==> config.mk <==
export PLATFORM = sky130hd
export DESIGN_NAME = pid_controller_clamped_top
export DESIGN_NICKNAME = d
export VERILOG_FILES = /design/src/rtl/pidc_pkg.sv /design/src/rtl/pidc_cfg.sv /design/src/rtl/pidc_core.sv /design/src/rtl/pid_controller_clamped_top.sv
export SDC_FILE = /design/constraint.sdc
export NUM_CORES = 2
export LEC_CHECK = 0
export ABC_CLOCK_PERIOD_IN_PS = 34500
export BUFFER_PORTS_ARGS = -buffer_cell sky130_fd_sc_hd__buf_2
export CAP_MARGIN = 20
export CORE_MARGIN = 8
export CORE_UTILIZATION = 50
export DETAILED_ROUTE_END_ITERATION = 16
export HOLD_SLACK_MARGIN = 0.06
export PLACE_DENSITY = 0.66
export SLEW_MARGIN = 0
export SYNTH_ARGS = -nofsm -noshare
export SYNTH_HDL_FRONTEND = slang
export SYNTH_SLANG_ARGS = --single-unit
==> constraint.sdc <==
create_clock -name clock -period 34.5 [get_ports clock]
set_clock_uncertainty 0.2 [all_clocks]
set_input_delay 1.725 -clock clock [delete_from_list [all_inputs] [get_ports clock]]
set_output_delay 1.725 -clock clock [all_outputs]
set_load 0.02 [all_outputs]
==> src/rtl/pidc_pkg.sv <==
`default_nettype none
package pidc_pkg;

   localparam int GAIN_W  = 16;
   localparam int LIMIT_W = 15;
   localparam int CSR_IDX_W  = 3;
   localparam int CSR_DATA_W = 16;
   localparam int DATA_W  = 16;
   localparam int ERR_W   = DATA_W + 1;
   localparam int ACC_W   = 24;
   localparam int FRAC_W  = 8;

   localparam logic [GAIN_W-1:0]  KP_RESET   = 16'd7168;
   localparam logic [GAIN_W-1:0]  KI_RESET   = 16'd128;
   localparam logic [GAIN_W-1:0]  KD_RESET   = 16'd2560;
   localparam logic [LIMIT_W-1:0] ILIM_RESET = 15'd2000;
   localparam logic [LIMIT_W-1:0] OLIM_RESET = 15'd10000;

   typedef enum logic [CSR_IDX_W-1:0] {
      CSR_KP_GAIN        = 3'd0,
      CSR_KI_GAIN        = 3'd1,
      CSR_KD_GAIN        = 3'd2,
      CSR_INTEGRAL_LIMIT = 3'd3,
      CSR_OUTPUT_LIMIT   = 3'd4
   } csr_index_type;

   typedef struct packed {
      logic [GAIN_W-1:0]  kp_gain;
      logic [GAIN_W-1:0]  ki_gain;
      logic [GAIN_W-1:0]  kd_gain;
      logic [LIMIT_W-1:0] integral_limit;
      logic [LIMIT_W-1:0] output_limit;
   } pidc_cfg_type;

endpackage
`default_nettype wire

==> src/rtl/pidc_cfg.sv <==
`default_nettype none
module pidc_cfg (
   input  wire logic                             clock,
   input  wire logic                             reset,
   input  wire logic                             csr_wr_en,
   input  wire logic [pidc_pkg::CSR_IDX_W-1:0]   csr_index,
   input  wire logic [pidc_pkg::CSR_DATA_W-1:0]  csr_data,
   output pidc_pkg::pidc_cfg_type                cfg
);
   import pidc_pkg::*;

   pidc_cfg_type cfg_ff;
   pidc_cfg_type cfg_in;

   always_comb begin
      cfg_in = cfg_ff;
      if (csr_wr_en) begin
         case (csr_index)
            CSR_KP_GAIN:        cfg_in.kp_gain        = csr_data;
            CSR_KI_GAIN:        cfg_in.ki_gain        = csr_data;
            CSR_KD_GAIN:        cfg_in.kd_gain        = csr_data;
            CSR_INTEGRAL_LIMIT: cfg_in.integral_limit = csr_data[LIMIT_W-1:0];
            CSR_OUTPUT_LIMIT:   cfg_in.output_limit   = csr_data[LIMIT_W-1:0];
            default:            cfg_in = cfg_ff;
         endcase
      end
   end

   always_ff @(posedge clock) begin
      if (reset) begin
         cfg_ff.kp_gain        <= KP_RESET;
         cfg_ff.ki_gain        <= KI_RESET;
         cfg_ff.kd_gain        <= KD_RESET;
         cfg_ff.integral_limit <= ILIM_RESET;
         cfg_ff.output_limit   <= OLIM_RESET;
      end else begin
         cfg_ff <= cfg_in;
      end
   end

   assign cfg = cfg_ff;

endmodule
`default_nettype wire

==> src/rtl/pidc_core.sv <==
`default_nettype none
module pidc_core (
   input  wire logic                                clock,
   input  wire logic                                reset,
   input  wire pidc_pkg::pidc_cfg_type              cfg,
   input  wire logic                                step,
   input  wire logic signed [pidc_pkg::DATA_W-1:0]  measured_value,
   input  wire logic signed [pidc_pkg::DATA_W-1:0]  setpoint,
   output logic signed [pidc_pkg::DATA_W-1:0]       drive
);
   import pidc_pkg::*;

   localparam int PROD_W = ERR_W + GAIN_W + 1;
   localparam int ISUM_W = PROD_W + 1;
   localparam int DIFF_W = ERR_W + 1;
   localparam int DPRD_W = DIFF_W + GAIN_W + 1;
   localparam int SUM_W  = DPRD_W - FRAC_W + 2;

   logic signed [ACC_W-1:0]  integral_acc_ff, integral_acc_in;
   logic signed [ERR_W-1:0]  previous_error_ff;

   logic signed [ERR_W-1:0]  err;
   logic signed [PROD_W-1:0] p_prod, i_prod;
   logic signed [ISUM_W-1:0] i_sum, i_lim, i_clamped;
   logic signed [DIFF_W-1:0] diff;
   logic signed [DPRD_W-1:0] d_prod;
   logic signed [SUM_W-1:0]  sum, o_lim, o_clamped;

   always_comb begin
      err    = ERR_W'({setpoint[DATA_W-1], setpoint})
             - ERR_W'({measured_value[DATA_W-1], measured_value});
      p_prod = PROD_W'(err) * PROD_W'($signed({1'b0, cfg.kp_gain}));
      i_prod = PROD_W'(err) * PROD_W'($signed({1'b0, cfg.ki_gain}));
      diff   = DIFF_W'(err) - DIFF_W'(previous_error_ff);
      d_prod = DPRD_W'(diff) * DPRD_W'($signed({1'b0, cfg.kd_gain}));

      i_sum = ISUM_W'(integral_acc_ff) + ISUM_W'(i_prod);
      i_lim = $signed({{(ISUM_W-LIMIT_W-FRAC_W){1'b0}}, cfg.integral_limit,
                       {FRAC_W{1'b0}}});
      if (i_sum >= i_lim)
         i_clamped = i_lim;
      else if (i_sum <= -i_lim)
         i_clamped = -i_lim;
      else
         i_clamped = i_sum;
      integral_acc_in = i_clamped[ACC_W-1:0];

      // floor shifts: take the high bits of the exact products
      sum = SUM_W'($signed(p_prod[PROD_W-1:FRAC_W]))
          + SUM_W'($signed(integral_acc_in[ACC_W-1:FRAC_W]))
          + SUM_W'($signed(d_prod[DPRD_W-1:FRAC_W]));
      o_lim = $signed({{(SUM_W-LIMIT_W){1'b0}}, cfg.output_limit});
      if (sum >= o_lim)
         o_clamped = o_lim;
      else if (sum <= -o_lim)
         o_clamped = -o_lim;
      else
         o_clamped = sum;
      drive = o_clamped[DATA_W-1:0];
   end

   always_ff @(posedge clock) begin
      if (reset) begin
         integral_acc_ff   <= '0;
         previous_error_ff <= '0;
      end else if (step) begin
         integral_acc_ff   <= integral_acc_in;
         previous_error_ff <= err;
      end
   end

endmodule
`default_nettype wire

==> src/rtl/pid_controller_clamped_top.sv <==
// An accepted req_ transaction moves through the input and result registers
// to rsp_valid. Throughput: 1 transaction per cycle while rsp_stall is low;
// the integral loop is in the single pass between input and result registers.
// Reset (synchronous, active high) clears the valids, the integral and the
// previous error, and loads the gain and limit registers with their defaults.
`default_nettype none
module pid_controller_clamped_top (
   input  wire logic                                clock,
   input  wire logic                                reset,
   input  wire logic                                req_valid,
   output logic                                     req_stall,
   input  wire logic signed [pidc_pkg::DATA_W-1:0]  req_measured_value,
   input  wire logic signed [pidc_pkg::DATA_W-1:0]  req_setpoint,
   output logic                                     rsp_valid,
   input  wire logic                                rsp_stall,
   output logic signed [pidc_pkg::DATA_W-1:0]       rsp_drive,
   input  wire logic                                csr_wr_en,
   input  wire logic [pidc_pkg::CSR_IDX_W-1:0]      csr_index,
   input  wire logic [pidc_pkg::CSR_DATA_W-1:0]     csr_data
);
   import pidc_pkg::*;

   pidc_cfg_type cfg;

   logic                     s1_valid_ff, s1_valid_in;
   logic signed [DATA_W-1:0] s1_meas_ff, s1_setp_ff;
   logic                     rsp_valid_ff, rsp_valid_in;
   logic signed [DATA_W-1:0] rsp_drive_ff;
   logic signed [DATA_W-1:0] drive;
   logic                     out_load, step;

   pidc_cfg u_cfg (
      .clock     (clock),
      .reset     (reset),
      .csr_wr_en (csr_wr_en),
      .csr_index (csr_index),
      .csr_data  (csr_data),
      .cfg       (cfg)
   );

   pidc_core u_core (
      .clock          (clock),
      .reset          (reset),
      .cfg            (cfg),
      .step           (step),
      .measured_value (s1_meas_ff),
      .setpoint       (s1_setp_ff),
      .drive          (drive)
   );

   assign out_load     = !rsp_valid_ff || !rsp_stall;
   assign step         = s1_valid_ff && out_load;
   assign req_stall    = s1_valid_ff && !out_load;
   assign s1_valid_in  = req_stall ? s1_valid_ff : req_valid;
   assign rsp_valid_in = out_load ? s1_valid_ff : rsp_valid_ff;

   always_ff @(posedge clock) begin
      if (reset) begin
         s1_valid_ff  <= 1'b0;
         rsp_valid_ff <= 1'b0;
      end else begin
         s1_valid_ff  <= s1_valid_in;
         rsp_valid_ff <= rsp_valid_in;
      end
   end

   always_ff @(posedge clock) begin
      if (req_valid && !req_stall) begin
         s1_meas_ff <= req_measured_value;
         s1_setp_ff <= req_setpoint;
      end
      if (step) begin
         rsp_drive_ff <= drive;
      end
   end

   assign rsp_valid = rsp_valid_ff;
   assign rsp_drive = rsp_drive_ff;

endmodule
`default_nettype wire

Word-level counts from Yosys, hierarchy flattened. Cells that the tools add are included.

Flip-flop bits (word level): 169. Output and inout port bits: 18. Input port bits: 56. Logic and storage cells: 49.

Magnitude comparators: 4. Muxes and demuxes: 4. $add $sub $neg: 7. Eq/ne operators: 4. Reductions and logical operators: 14. Multipliers: 3.

Operators with widths (count): 17-bit by 17-bit multiplier with 34-bit output (2); 24-bit two-way mux (2); 24-bit by 34-bit adder with 35-bit output (1); 35-bit by 24-bit >= comparator with 1-bit output (1); 35-bit <= comparator (1); 18-bit by 17-bit multiplier with 35-bit output (1); 23-bit negation with 35-bit output (1); 29-bit by 16-bit >= comparator with 1-bit output (1); 29-bit <= comparator (1); 15-bit negation with 29-bit output (1); 27-bit by 27-bit adder with 28-bit output (1); 26-bit by 16-bit adder with 27-bit output (1); 17-bit by 17-bit subtractor with 18-bit output (1); 16-bit by 16-bit subtractor with 17-bit output (1); 16-bit two-way mux (1); 15-bit two-way mux (1); 2-bit AND reduction (5); 3-bit by 2-bit equality test with 1-bit output (second input constant) (2); 1-bit zero test (4); 3-bit by 1-bit equality test with 1-bit output (second input constant) (1); 3-bit equality test (second input constant) (1); 1-bit logical AND (3); 3-bit zero test (1); 1-bit logical OR (1).

Depth between registers and ports, before layout.
Depth in word-level cells: 11. Gate-level depth with buffers: 80. Depth with buffers taken out: 74.

Modules after synthesis. From an unflattened synthesis, not the netlist that was laid out.

Cells, all modules: 5110. Area, all modules: 45841.5 µm².

Modules (own cells, without submodules): pidc_core (instances 1, cells an instance 4764, area each 41210.8 µm², seq. area each 820.8 µm²); pidc_cfg (instances 1, cells an instance 288, area each 3103.0 µm², seq. area each 1561.5 µm²); pid_controller_clamped_top (instances 1, cells an instance 58, area each 1527.7 µm², seq. area each 1481.4 µm²).

Worst setup path before layout. No wires, ideal clock.

Kind: reg2reg. Start point: register s1_setp_ff[0]. End point: register rsp_drive_ff[14] (netlist: rsp_drive[14]) (data pin). Buffers on the path: 8. Arrival time: 16570 ps. Data required time: 34038 ps. Setup time: 262 ps. Clock period less this slack: 17032 ps. Cell stages (with the launch flop): 79. Slack: 17468 ps. Cell sequence: edfxtp_1 -> inv_1 -> ha_1 -> inv_1 -> fa_1 -> a21o_1 -> a21oi_1 -> o21bai_1 -> a21oi_1 -> o21bai_1 -> a21oi_1 -> o21bai_1 -> and2_1 -> o21ai_0 -> o21ai_0 -> o22ai_1 -> clkbuf_1 -> nand2_1 -> [... 43 more ...] -> o21bai_1 -> a21oi_1 -> xnor2_1 -> ha_1 -> a21o_1 -> a21o_1 -> a21o_1 -> a21oi_1 -> nor2b_1 -> o21ai_0 -> a21oi_1 -> nor4_1 -> o31ai_1 -> mux2_2 -> clkbuf_1 -> buf_1 -> mux2i_1 -> o22ai_1.

Word-level cells in the longest chain between the ends: 11. Elaborated cells between the ends (all ways): 16. Those cells by class: add/sub: 5; mul: 3; order compare: 4; mux: 4.

Ends and longest elaborated chain: start: declaration (line pid_controller_clamped_top.sv:26) `logic signed [DATA_W-1:0] s1_meas_ff, s1_setp_ff;`; start signal: assignment (line pid_controller_clamped_top.sv:70) `s1_setp_ff <= req_setpoint;`; 16-bit by 16-bit subtractor with 17-bit output * (line pidc_core.sv:31) `- ERR_W'({measured_value[DATA_W-1], measured_value});`; via u_core.err[16] (line pidc_core.sv:22) `logic signed [ERR_W-1:0] err;`; 17-bit by 17-bit multiplier with 34-bit output * (line pidc_core.sv:33) `i_prod = PROD_W'(err) * PROD_W'($signed({1'b0, cfg.ki_gain}));`; 24-bit by 34-bit adder with 35-bit output * (line pidc_core.sv:37) `i_sum = ISUM_W'(integral_acc_ff) + ISUM_W'(i_prod);`; 35-bit <= comparator (line pidc_core.sv:42) `else if (i_sum <= -i_lim)`; 24-bit two-way mux (line pidc_core.sv:42); 24-bit two-way mux * (line pidc_core.sv:40) `if (i_sum >= i_lim)`; via u_core.i_clamped[10] (line pidc_core.sv:24) `logic signed [ISUM_W-1:0] i_sum, i_lim, i_clamped;`; 26-bit by 16-bit adder with 27-bit output * (line pidc_core.sv:50) `+ SUM_W'($signed(integral_acc_in[ACC_W-1:FRAC_W]))`; 27-bit by 27-bit adder with 28-bit output * (line pidc_core.sv:51) `+ SUM_W'($signed(d_prod[DPRD_W-1:FRAC_W]));`; 29-bit <= comparator (line pidc_core.sv:55) `else if (sum <= -o_lim)`; 16-bit two-way mux (line pidc_core.sv:55); 15-bit two-way mux * (line pidc_core.sv:53) `if (sum >= o_lim)`; via drive[14] (line pid_controller_clamped_top.sv:29) `logic signed [DATA_W-1:0] drive;`; end signal: assignment (line pid_controller_clamped_top.sv:73) `rsp_drive_ff <= drive;`; end: declaration (line pid_controller_clamped_top.sv:28) `logic signed [DATA_W-1:0] rsp_drive_ff;`.

The timed path passes the listed nets; every way through them passes the cells marked *. A chain may end at the register's enable or synchronous reset.

Worst setup path after layout.
Start point: register s1_setp_ff[0]. End point: register rsp_drive_ff[2] (netlist: rsp_drive[2]) (data pin).

Word-level cells in the longest chain between the ends: 11. Elaborated cells between the ends (all ways): 16. Those cells by class: add/sub: 5; mul: 3; order compare: 4; mux: 4.

Ends and longest elaborated chain (line): 16-bit by 16-bit subtractor with 17-bit output * (pidc_core.sv:31); 17-bit by 17-bit multiplier with 34-bit output (pidc_core.sv:33); 24-bit by 34-bit adder with 35-bit output (pidc_core.sv:37); 35-bit <= comparator (pidc_core.sv:42); 24-bit two-way mux (pidc_core.sv:42); 24-bit two-way mux (pidc_core.sv:40); 26-bit by 16-bit adder with 27-bit output (pidc_core.sv:50); 27-bit by 27-bit adder with 28-bit output * (pidc_core.sv:51); 29-bit <= comparator (pidc_core.sv:55); 16-bit two-way mux (pidc_core.sv:55); 15-bit two-way mux * (pidc_core.sv:53); via drive[2] (pid_controller_clamped_top.sv:29).

Marked as above.

==> results <==
- Row generation in the floorplan step produced 110 rows.
- By instance count, the cell type seen most on the critical path is sky130_fd_sc_hd__fa_1.
- The number of buffers on the longest clock path is 2.
- At the pin with the least slew margin, the transition time is about 1.1 ns.
- Summed over all layers, the global routing overflow is 0.
- The H-tree was split into 4 levels.
- For this configuration, the core starts out at a cell density of between 50% and 60%.
- The first routing iteration left approximately 2200 violations.
- The layout has 8393 filler cells.
- Static timing analysis puts the maximum clock frequency at approximately 52 MHz.
- The kind of start point of the critical path is a flip-flop.
- After synthesis, the share of flip-flops with an asynchronous set or reset is 0%.
- The total negative slack for setup checks is 0 ns.
- Across every metal layer, demand over resource in global routing totals approximately 25%.
- After technology mapping, the gate count stands at between 5000 and 6000.
- The first TritonRoute pass finished after 5 iterations.
- The net count of the finished layout is between 6000 and 7000.
- The ratio of routed vias to standard cells is 5.46.
- STA puts the critical path data arrival time at 19.32 ns.
- The register area is ~3900 sq um.
- The sequential element share of the synthesized area is under 10%.
- TritonCTS built the clock tree.
- The hold violation count in the final report came to 0.
- After clock tree synthesis, the clock-pin slew on the worst setup and hold paths is ~0.08 ns.
- In the routed design, unresolved DRC markers number 0.
- The flow ran to the end, and the final reports show no timing, DRC or antenna violations.
- The post-synthesis cell type with the largest combined area is sky130_fd_sc_hd__fa_1.
- The horizontal die dimension is approximately 320 microns.
- The required time of the critical path is between 30 and 40 ns.
- Entering global routing, the biggest net connects between 60 and 70 pins.
- Summing every instance area after synthesis gives 45200 sq um.
- The tool flagged a number of max-cap violations equal to 0.
- Tracing the worst setup path back leads to its startpoint at s1_setp_ff[0].
- For this block, the routed nets add up to about 120 mm of wire.
- In the finished design, the share of the clock period the worst path needs comes to 55.6%.
- The most common cell after layout, fill and taps aside is sky130_fd_sc_hd__inv_1.
- The setup path with the least slack is of type reg2reg.
- Setup violations remaining at the end of the flow were counted as 0.
- The class of the tightest hold or removal check is reg2reg.
- For met1 alone, demand over resource in global routing was between 30% and 40%.
- The worst slew slack as a fraction of its limit is a little over a quarter.
- The tree is rooted in a sky130_fd_sc_hd__clkbuf_16.
- The number of port buffers is 73.
- Counting distinct cell types in the post-synthesis netlist gives 96.
- The largest individual stage delay along the critical path comes from the cell sky130_fd_sc_hd__fa_1.
- Global routing consumed, on the met2 layer, roughly two fifths of the routing resources.
- The cts-stage hold buffer count is 0.
- The die covers 100000 sq um.
- Compared with the post-synthesis result, the final layout area differs by 4.59%.
- The finished cells cover 47300 sq um.
- After detailed routing, the average wire length per cell comes to about 19 microns.
- The number of nets in the synthesized netlist is 6513.
- Measured along the y axis, the die boundary spans approximately 320 microns.
- The prevailing post-synth register cell is sky130_fd_sc_hd__dfxtp_1.
- The core region is roughly 90000 sq um.
- In the layout the commonest cells are sky130_fd_sc_hd__inv_1 (1131), sky130_fd_sc_hd__fa_1 (902), sky130_fd_sc_hd__nand2_1 (729).
- After detailed placement, the total cell area comes to between 40000 and 50000 sq um.
- The number of instances resized during post-cts repair is 0.
- Ranked by total cell area, the synthesized netlist is headed by sky130_fd_sc_hd__fa_1 (40%), sky130_fd_sc_hd__ha_1 (11%), sky130_fd_sc_hd__inv_1 (9.4%).
- The largest stage delay on the critical path is 0.80 ns.
- In this run, CTS created clock tree buffers numbering 17.
- The clock period could shrink to approximately 19 ns.
- Of the cells placed in the final design, the portion with a size suffix greater than 1 is about 4.4%.
- The worst-case reg-to-reg path depth is between 60 and 70.
- The end of the critical path is rsp_drive[2].
- The post-detailed-placement half-perimeter wirelength is 93.6 mm.
- The worst setup path is captured at a flip-flop.
- Synthesis inferred roughly 170 register bits.
- Clock latency on the worst-skew pair, taken at its later pin, is roughly 0.49 ns.
- The first-pass GRT wire length is 194 mm.
- In the final layout, the multi-input gates occupy about 36000 sq um.
- The average cell area after synthesis is 8.79 sq um.
- The number of antenna violations at the first check in global routing is 6.
- The via count is around 34000.
- The post-route antenna net violation count is 0.
- Clock tree synthesis found a total of 169 sinks.
- The top cell type's share of synthesized area is around two fifths.
- The number of slew-limit violations in the final report is 0.
- The startpoint identified for the worst register-to-register timing path is s1_setp_ff[0].
- The number of warning messages in the yosys log is 0.
- The destination of the worst register-to-register timing path is rsp_drive[2].
- The number of placed I/O pins is 74.
- In this run the post-CTS setup repair buffer count came out at 0.
- The number of global-route vias before repair was ~36000.
- Setup repair after global routing left no endpoint under its margin.
- For this run, global-route usage on met3 was measured as ~4.0%.
- The setup slack of the worst register-to-register path is roughly 15 ns.
- The largest fanout on the critical path is 49.
- The most crowded layer after global routing is met2.
- The global placement routability congestion is around 0.92.
- Yosys mapped a number of flops with a built-in enable equal to 48.
metal layers:
metal,vias up,share of wire [%]
li1,15562,-
met1,17395,44
met2,1073,46
met3,158,7.6
met4,0,2.5
met5,-,0
worst max-delay path: cells and delay by family, from the launching register on:
family	cells	cell delay, ns
AO/OA/AOI/OAI	26	5.33
buffers and inverters	7	0.92
multiplexers	4	1.52
flip-flops	1	0.36
adder cells (fa/ha/maj)	13	5.82
XOR/XNOR	4	1.08
AND/OR/NAND/NOR	14	3.73
registers in the layout (all words and copies together) (netlist names):
signal / cells
s1_valid_ff: 1
u_cfg.cfg: 78
rsp_drive: 16
s1_meas_ff: 16
rsp_valid: 1
u_core.integral_acc_ff: 24
u_core.previous_error_ff: 17
s1_setp_ff: 16
logic make-up (layout without fill, tap and decap cells):
family,Yosys count,in the layout,share of synthesized area (%)
adder cells (fa/ha/maj),1307,1307,51.1
other,0,2,0
flip-flops,169,169,8.54
buffers and inverters,1351,1281,11.3
XOR/XNOR,172,172,3.37
AO/OA/AOI/OAI,555,555,8.02
AND/OR/NAND/NOR,1556,1556,16.7
multiplexers,40,40,0.918
cells in the mapped netlist (7+ instances only):
library cell,n
sky130_fd_sc_hd__a211oi_1,21
sky130_fd_sc_hd__a21o_1,52
sky130_fd_sc_hd__a21oi_1,189
sky130_fd_sc_hd__a22oi_1,8
sky130_fd_sc_hd__a31oi_1,22
sky130_fd_sc_hd__and2_1,369
sky130_fd_sc_hd__and3_1,16
sky130_fd_sc_hd__buf_1,9
sky130_fd_sc_hd__buf_2,7
sky130_fd_sc_hd__clkbuf_1,199
sky130_fd_sc_hd__dfxtp_1,121
sky130_fd_sc_hd__edfxtp_1,48
sky130_fd_sc_hd__fa_1,902
sky130_fd_sc_hd__ha_1,405
sky130_fd_sc_hd__inv_1,1132
sky130_fd_sc_hd__mux2_2,12
sky130_fd_sc_hd__mux2i_1,28
sky130_fd_sc_hd__nand2_1,730
sky130_fd_sc_hd__nand2b_1,36
sky130_fd_sc_hd__nand3_1,36
sky130_fd_sc_hd__nand4_1,23
sky130_fd_sc_hd__nor2_1,157
sky130_fd_sc_hd__nor2b_1,63
sky130_fd_sc_hd__nor3_1,42
sky130_fd_sc_hd__nor4_1,12
sky130_fd_sc_hd__nor4b_1,11
sky130_fd_sc_hd__o211ai_1,22
sky130_fd_sc_hd__o21a_1,31
sky130_fd_sc_hd__o21ai_0,77
sky130_fd_sc_hd__o21ai_1,12
sky130_fd_sc_hd__o21bai_1,14
sky130_fd_sc_hd__o22ai_1,14
sky130_fd_sc_hd__o31ai_1,9
sky130_fd_sc_hd__or3_1,14
sky130_fd_sc_hd__xnor2_1,124
sky130_fd_sc_hd__xor2_1,47
stage by stage:
step                worst slack, ns  hold WS [ns]  cells  utilization [%]
floorplan                     17.47         0.232   5150                -
global placement              15.82         0.242   6224             52.0
detailed placement            15.39         0.247   6224             52.0
CTS                           15.28         0.257   6256             52.7
global route                  13.66         0.279   6256             52.7
finish                        15.32         0.255   6258             52.7
cell type report:
cell class | instances | area share, %
repair buffers | 117 | 1.48
clock inverters | 15 | 0.328
diodes | 2 | 0.0106
multi-input cells | 3630 | 77.0
well taps | 1176 | 3.11
clock buffers | 17 | 0.899
inverters | 1132 | 8.98
flip-flops and latches | 169 | 8.16
worst min-delay path by stage:
stage / to / startpoint / slack (ns) / cells after the start
2_1_floorplan: u_core.integral_acc_ff[7] / u_core.integral_acc_ff[7] / 0.23 / 2
3_3_place_gp: u_core.previous_error_ff[14] / u_core.previous_error_ff[14] / 0.24 / 2
3_5_place_dp: u_core.previous_error_ff[8] / u_core.previous_error_ff[8] / 0.25 / 2
4_1_cts: u_core.previous_error_ff[8] / u_core.previous_error_ff[8] / 0.26 / 2
5_1_grt: u_core.previous_error_ff[12] / u_core.previous_error_ff[12] / 0.28 / 2
6_report: u_core.previous_error_ff[15] / u_core.previous_error_ff[15] / 0.25 / 2
Power is not shown: default switching activity piles up to over one toggle a cycle in this logic, so the estimate is an artifact.
